--- src/rtl/small_matrix_arith_engine_unit_macros.svh ---
// Assertion macros shared by the matrix engine RTL.
// No dependencies; included by the files that carry assertions.
`ifndef SMALL_MATRIX_ARITH_ENGINE_UNIT_MACROS_SVH
`define SMALL_MATRIX_ARITH_ENGINE_UNIT_MACROS_SVH

// expression must never hold outside reset
`define SMAE_ASSERT_NEVER(lbl, clk, rst, expr) \
   lbl: assert property (@(posedge clk) disable iff (rst) !(expr)) \
      else $error("smae: forbidden condition seen");

// consequent must hold in the same cycle as the antecedent
`define SMAE_ASSERT_IMPLY(lbl, clk, rst, ante, cons) \
   lbl: assert property (@(posedge clk) disable iff (rst) (ante) |-> (cons)) \
      else $error("smae: implication failed");

// consequent must hold in the cycle after the antecedent
`define SMAE_ASSERT_NEXT(lbl, clk, rst, ante, cons) \
   lbl: assert property (@(posedge clk) disable iff (rst) (ante) |=> (cons)) \
      else $error("smae: next-cycle implication failed");

`endif

--- src/rtl/smae_pkg.sv ---
// Types, codes and constants for the small matrix arithmetic engine.
// No dependencies; used by every module of the engine but smae_ram.
`timescale 1ns / 1ps
package smae_pkg;

   localparam int DATA_WIDTH  = 32;
   localparam int MAX_DIM_DEF = 8;
   localparam int QUEUE_DEPTH = 4;
   localparam int QPTR_W      = 2;
   localparam int CSR_IDX_W   = 3;

   localparam logic [1:0] OP_LOAD_A = 2'd0;
   localparam logic [1:0] OP_LOAD_B = 2'd1;
   localparam logic [1:0] OP_START  = 2'd2;

   localparam logic [1:0] MODE_ADD   = 2'd0;
   localparam logic [1:0] MODE_SUB   = 2'd1;
   localparam logic [1:0] MODE_MUL   = 2'd2;
   localparam logic [1:0] MODE_SCALE = 2'd3;

   localparam logic [CSR_IDX_W-1:0] CSR_MODE   = 3'd0;
   localparam logic [CSR_IDX_W-1:0] CSR_ROWS_A = 3'd1;
   localparam logic [CSR_IDX_W-1:0] CSR_COLS_A = 3'd2;
   localparam logic [CSR_IDX_W-1:0] CSR_COLS_B = 3'd3;
   localparam logic [CSR_IDX_W-1:0] CSR_SCALE  = 3'd4;

   typedef enum logic [1:0] {
      KIND_LOAD_A,
      KIND_LOAD_B,
      KIND_START
   } smae_kind_type;

   typedef struct packed {
      logic [1:0]                   op;
      logic [2:0]                   row;
      logic [2:0]                   col;
      logic signed [DATA_WIDTH-1:0] value;
   } smae_req_type;

   typedef struct packed {
      logic signed [DATA_WIDTH-1:0] result_value;
      logic [2:0]                   result_row;
      logic [2:0]                   result_col;
      logic                         last;
   } smae_rsp_type;

   typedef struct packed {
      smae_kind_type         kind;
      logic [2:0]            row;
      logic [2:0]            col;
      logic [DATA_WIDTH-1:0] value;
   } smae_entry_type;

   typedef struct packed {
      logic [1:0]                   mode;
      logic [3:0]                   rows_a;
      logic [3:0]                   cols_a;
      logic [3:0]                   cols_b;
      logic signed [DATA_WIDTH-1:0] scale_factor;
   } smae_cfg_type;

   localparam smae_cfg_type CFG_RESET = '{
      mode:         MODE_ADD,
      rows_a:       4'd4,
      cols_a:       4'd4,
      cols_b:       4'd4,
      scale_factor: 32'sd1
   };

endpackage

--- src/rtl/smae_fifo.sv ---
// Short queue of classified beats between front and back ends.
// Depends on smae_pkg.
`timescale 1ns / 1ps
module smae_fifo (
   input  logic                     clock,
   input  logic                     reset,
   input  logic                     push,
   input  smae_pkg::smae_entry_type push_entry,
   output logic                     full,
   input  logic                     pop,
   output logic                     head_valid,
   output smae_pkg::smae_entry_type head_entry
);
   import smae_pkg::*;

   smae_entry_type      slot_ff [QUEUE_DEPTH];
   logic [QPTR_W-1:0]   wr_ptr_ff, wr_ptr_in;
   logic [QPTR_W-1:0]   rd_ptr_ff, rd_ptr_in;
   logic [QPTR_W:0]     count_ff, count_in;

   always_comb begin
      wr_ptr_in = push ? wr_ptr_ff + 1'b1 : wr_ptr_ff;
      rd_ptr_in = pop ? rd_ptr_ff + 1'b1 : rd_ptr_ff;
      count_in  = count_ff;
      if (push && !pop) begin
         count_in = count_ff + 1'b1;
      end else if (pop && !push) begin
         count_in = count_ff - 1'b1;
      end
   end

   always_ff @(posedge clock) begin
      if (reset) begin
         wr_ptr_ff <= '0;
         rd_ptr_ff <= '0;
         count_ff  <= '0;
      end else begin
         wr_ptr_ff <= wr_ptr_in;
         rd_ptr_ff <= rd_ptr_in;
         count_ff  <= count_in;
      end
   end

   always_ff @(posedge clock) begin
      if (push) begin
         slot_ff[wr_ptr_ff] <= push_entry;
      end
   end

   assign full       = (count_ff == (QPTR_W+1)'(QUEUE_DEPTH));
   assign head_valid = (count_ff != '0);
   assign head_entry = slot_ff[rd_ptr_ff];

endmodule

--- config.mk ---
export PLATFORM = sky130hd
export DESIGN_NAME = smae_fifo
export DESIGN_NICKNAME = d
export VERILOG_FILES = /design/src/rtl/small_matrix_arith_engine_unit_macros.svh /design/src/rtl/smae_pkg.sv /design/src/rtl/smae_fifo.sv
export SDC_FILE = /design/constraint.sdc
export NUM_CORES = 1
export LEC_CHECK = 0
export ABC_AREA = 1
export ABC_CLOCK_PERIOD_IN_PS = 3100
export BUFFER_PORTS_ARGS = -buffer_cell sky130_fd_sc_hd__buf_2
export CORE_MARGIN = 3
export CORE_UTILIZATION = 45
export CTS_CLUSTER_DIAMETER = 150
export DETAILED_ROUTE_END_ITERATION = 8
export PLACE_DENSITY = 0.76
export SETUP_SLACK_MARGIN = 0.5
export SYNTH_ARGS = -nofsm -noshare
export SYNTH_HDL_FRONTEND = slang
export SYNTH_SLANG_ARGS = --single-unit
export TNS_END_PERCENT = 100
--- constraint.sdc ---
create_clock -name clock -period 3.1 [get_ports clock]
set_input_delay 0.155 -clock clock [delete_from_list [all_inputs] [get_ports clock]]
set_output_delay 0.155 -clock clock [all_outputs]
set_load 0.05 [all_outputs]
Yosys cells after proc, flatten, opt, wreduce, memory -nomap -nowiden
Memory sizes are Yosys's and may differ from the RTL's. A register that Yosys moved wholly into a read port is not among the register bits.
Index checks and enable logic that the tools add are counted.
{"block": "classes", "n_reduce_logical": 6, "eq_ne": 1, "add_sub_neg": 4, "mux": 6}
{"cell": "3-bit 2-to-1 mux", "n": 2}
{"cell": "2-bit by 1-bit adder with 2-bit output (second input constant)", "n": 2}
{"cell": "2-bit 2-to-1 mux", "n": 2}
{"cell": "3-bit by 1-bit adder with 3-bit output (second input constant)", "n": 1}
{"cell": "3-bit == test (second input constant)", "n": 1}
{"cell": "3-bit nonzero test", "n": 1}
{"cell": "3-bit by 1-bit subtractor with 3-bit output (second input constant)", "n": 1}
{"cell": "1-bit logical AND", "n": 2}
{"cell": "1-bit logical NOT", "n": 2}
{"cell": "1-bit 2-to-1 mux", "n": 2}
{"cell": "2-bit nonzero test", "n": 1}
{"block": "word_totals", "output_inout_bits": 42, "mem_count": 1, "ram_bits": 160, "ff_bits": 7}
{"name": "slot_ff", "depth": 4, "width": 40, "rd": 1, "rd_clocked_by_memory_dff": 1, "wr": 1, "line": "smae_fifo.sv:16", "source": "smae_entry_type slot_ff [QUEUE_DEPTH];"}

Longest topological paths before layout
{"block": "logic_depth", "ltp_word": 4, "ltp_mapped": 10, "depth_no_buf": 10}

Worst setup path after synthesis
OpenSTA, ideal clock, no wires.
{"block": "synth_path", "path_kind": "reg-to-reg", "from": "register wr_ptr_ff[0]", "to": "memory slot_ff[2][0] in the netlist's numbering (enable)", "required_ns": 2.705, "path_stages_with_launch": 5, "arrival_ns": 1.375, "path_buffers": 0, "setup_ns": 0.395, "slack_ns": 1.331, "cell_sequence": "dfxtp_1 -> inv_1 -> ha_1 -> nand2_1 -> inv_1"}
{"element": "start, declared", "line": "smae_fifo.sv:17", "source": "logic [QPTR_W-1:0] wr_ptr_ff, wr_ptr_in;"}
{"element": "start signal, assigned", "line": "smae_fifo.sv:38", "source": "wr_ptr_ff <= wr_ptr_in;"}
{"element": "end, declared", "line": "smae_fifo.sv:16"}
Straight into the memory's write port.

==> metrics <==
status=completed; 1st-iter DRT viols=343; Clock Sinks=169; commonest non-fill, non-tap cells in the layout=edfxtp_1, nor2_1, buf_2; Worst Tran Pin Value=1050 ps; Root Driver=clkbuf_16; Max Cap Viol=0; DP Worst Slack=1140 ps; Non-Filler Instances=761; Synth Cell Area=6500 sq um; CP endpoint kind=output port; Routed WL=13.0 mm; max-slew violation count=0; Final Net Count=618; CTS resizes=0; via/cell ratio=5.16; startpoint of the lowest-slack hold path=push; worst min path class=input port to flip-flop; Die Span X=126 microns; Ports=86; Post-Syn Nets=496; clock skew=8.95 ps; # port buffers=85; CP startpoint kind=flip-flop; Final min period=2390 ps; CP Data Arrival Time=2230 ps; setup bufs post-CTS=0; R2R Path Start=wr_ptr_ff[0]; clock-pin transition on the worst setup and hold timing paths=60 ps; ant diodes=0; area grow syn2layout=21.7%; sequential-to-total area share from yosys stat=0.767; Syn Inst Count=446; xor/xnor share of the synthesized area=0.00135; Critical Path End=head_entry[38]; num rows=43; Routability Congestion=0.688; largest net degree at the start of global routing=82; Synth Area in Simple Gates=0.0585; Max Clk Rate=419 MHz; Yosys warnings=0; initial antenna violation count=0; CTS tree=yes; #FFs+latches synth=169; relative slew slack=0.302; dpl cells=688; multiplexer fraction of the synthesized cell area=0; Synth Area in Compound Gates=0.107; Vias=3,929; RSZ-0062 raised after global routing=no; CTS max path bufs=2; Final Cycle Share=0.770; DRC=0; final setup fails=0; setup ws final=712 ps; commonest non-fill, non-tap cell in the layout=edfxtp_1; first-pass GRT wire length=20.5 mm; Die Ht=126 microns; fillers=1,162; total core area=14,000 sq um; Hold Buf Count CTS=41; Worst-Skew Late Latency=410 ps; GRT Util Overall=0.165; GRT Residual Overflow=0; CP required=2940 ps; DR pass1 iterations=4; r2r worst-path depth=4; Synth Area in Adders=0.0127; H-tree level count=4; Lkg Pwr=2.85 nW; Multi-input gate area=1170 sq um; Inserted Clock Buffers=17; power per cell area=688 nW/um^2; critical path class=flip-flop to output port; largest family of logic cells by synthesized area=compound AO/OA/AOI/OAI gates; Post-Route Setup TNS=0 ps; die area=15,900 sq um; hpwl dp=7.02 mm; Tot Pwr=0.00544 W; Syn Area/Cell=14.6 sq um; Crit Path Max Fanout=81; WL per Instance=17.0 microns; reg-to-reg endpoint=slot_ff[2][38]; Final Util=0.565; VDD IR max=0.367 mV; register area=4990 sq um; Worst Hold Depth=3; Starting Density=0.464; Post-DRT Antenna Nets=0; share of post-route cells with drive strength above 1=0.217; Synth cell types=22; Final Hold Fails=0; R2R Setup Slk=1300 ps; vias in the first global route=4,023
## report_power, final
group          internal (W)  total, W  leakage (nW)  switching (W)
registers           0.00261   0.00266          1.55      0.0000521
logic              0.000185  0.000716          1.02       0.000531
clock network       0.00125   0.00206         0.282       0.000808
total               0.00404   0.00544          2.85        0.00139
## worst min-delay path by stage
stage / end / slack [ps]
after floorplan: count_ff[0] / 230
after global placement: count_ff[0] / 330
after detailed placement: count_ff[0] / 340
after CTS: wr_ptr_ff[0] / 70
after global routing: wr_ptr_ff[0] / 110
final: wr_ptr_ff[0] / 90
## cells in the mapped netlist (all sizes together)
cell | instances | area, sq um
edfxtp | 160 | 4800
nor2 | 87 | 327
o21ai | 85 | 433
o22ai | 40 | 250
buf | 25 | 267
inv | 17 | 76.3
nand2 | 10 | 37.5
dfxtp | 9 | 180
ha | 5 | 62.6
a21oi | 3 | 15.0
fa | 1 | 20.0
nand3 | 1 | 5.00
nand4 | 1 | 6.26
nor3 | 1 | 5.00
xor2 | 1 | 8.76
## worst max-delay path, cell delays in order, from the launching register on
cell,delay (ps)
dfxtp_4,920
inv_12,260
o21ai_1,220
o22ai_1,130
buf_2,240
## cells by family after synthesis
family          after synthesis
xor+xnor                      1
flops                       169
fa+ha+maj                     6
simple gates                100
buf+inv                      42
compound gates              128
## per-layer routing
metal / vias up / global-route usage / wire [microns]
met3: 8 / 0.0471 / 587
met2: 85 / 0.268 / 6590
met1: 1935 / 0.214 / 5680
met5: - / 0 / 0
met4: 0 / 0.0593 / 110
li1: 1901 / - / -
## registers in the layout (all words and copies together), names as in the netlist, named ones only
name and count:
count_ff 3, rd_ptr_ff 2, slot_ff 160, wr_ptr_ff 2
## cell type report
cell class | instances | area share
timing repair buffer | 128 | 0.108
sequential | 169 | 0.631
clock inverter | 10 | 0.0150
multi-input combinational | 235 | 0.148
clock buffer | 22 | 0.0600
tap | 180 | 0.0285
inverter | 17 | 0.00965
## per-stage QoR
step                      hold WS, ps  instance area, sq um
after floorplan                   227                  6500
after global placement            329                  6900
after detailed placement          336                  6900
after CTS                        68.2                  7910
after global routing              110                  7910
final                            90.4                  7910
(Power assumes the default switching activity.)
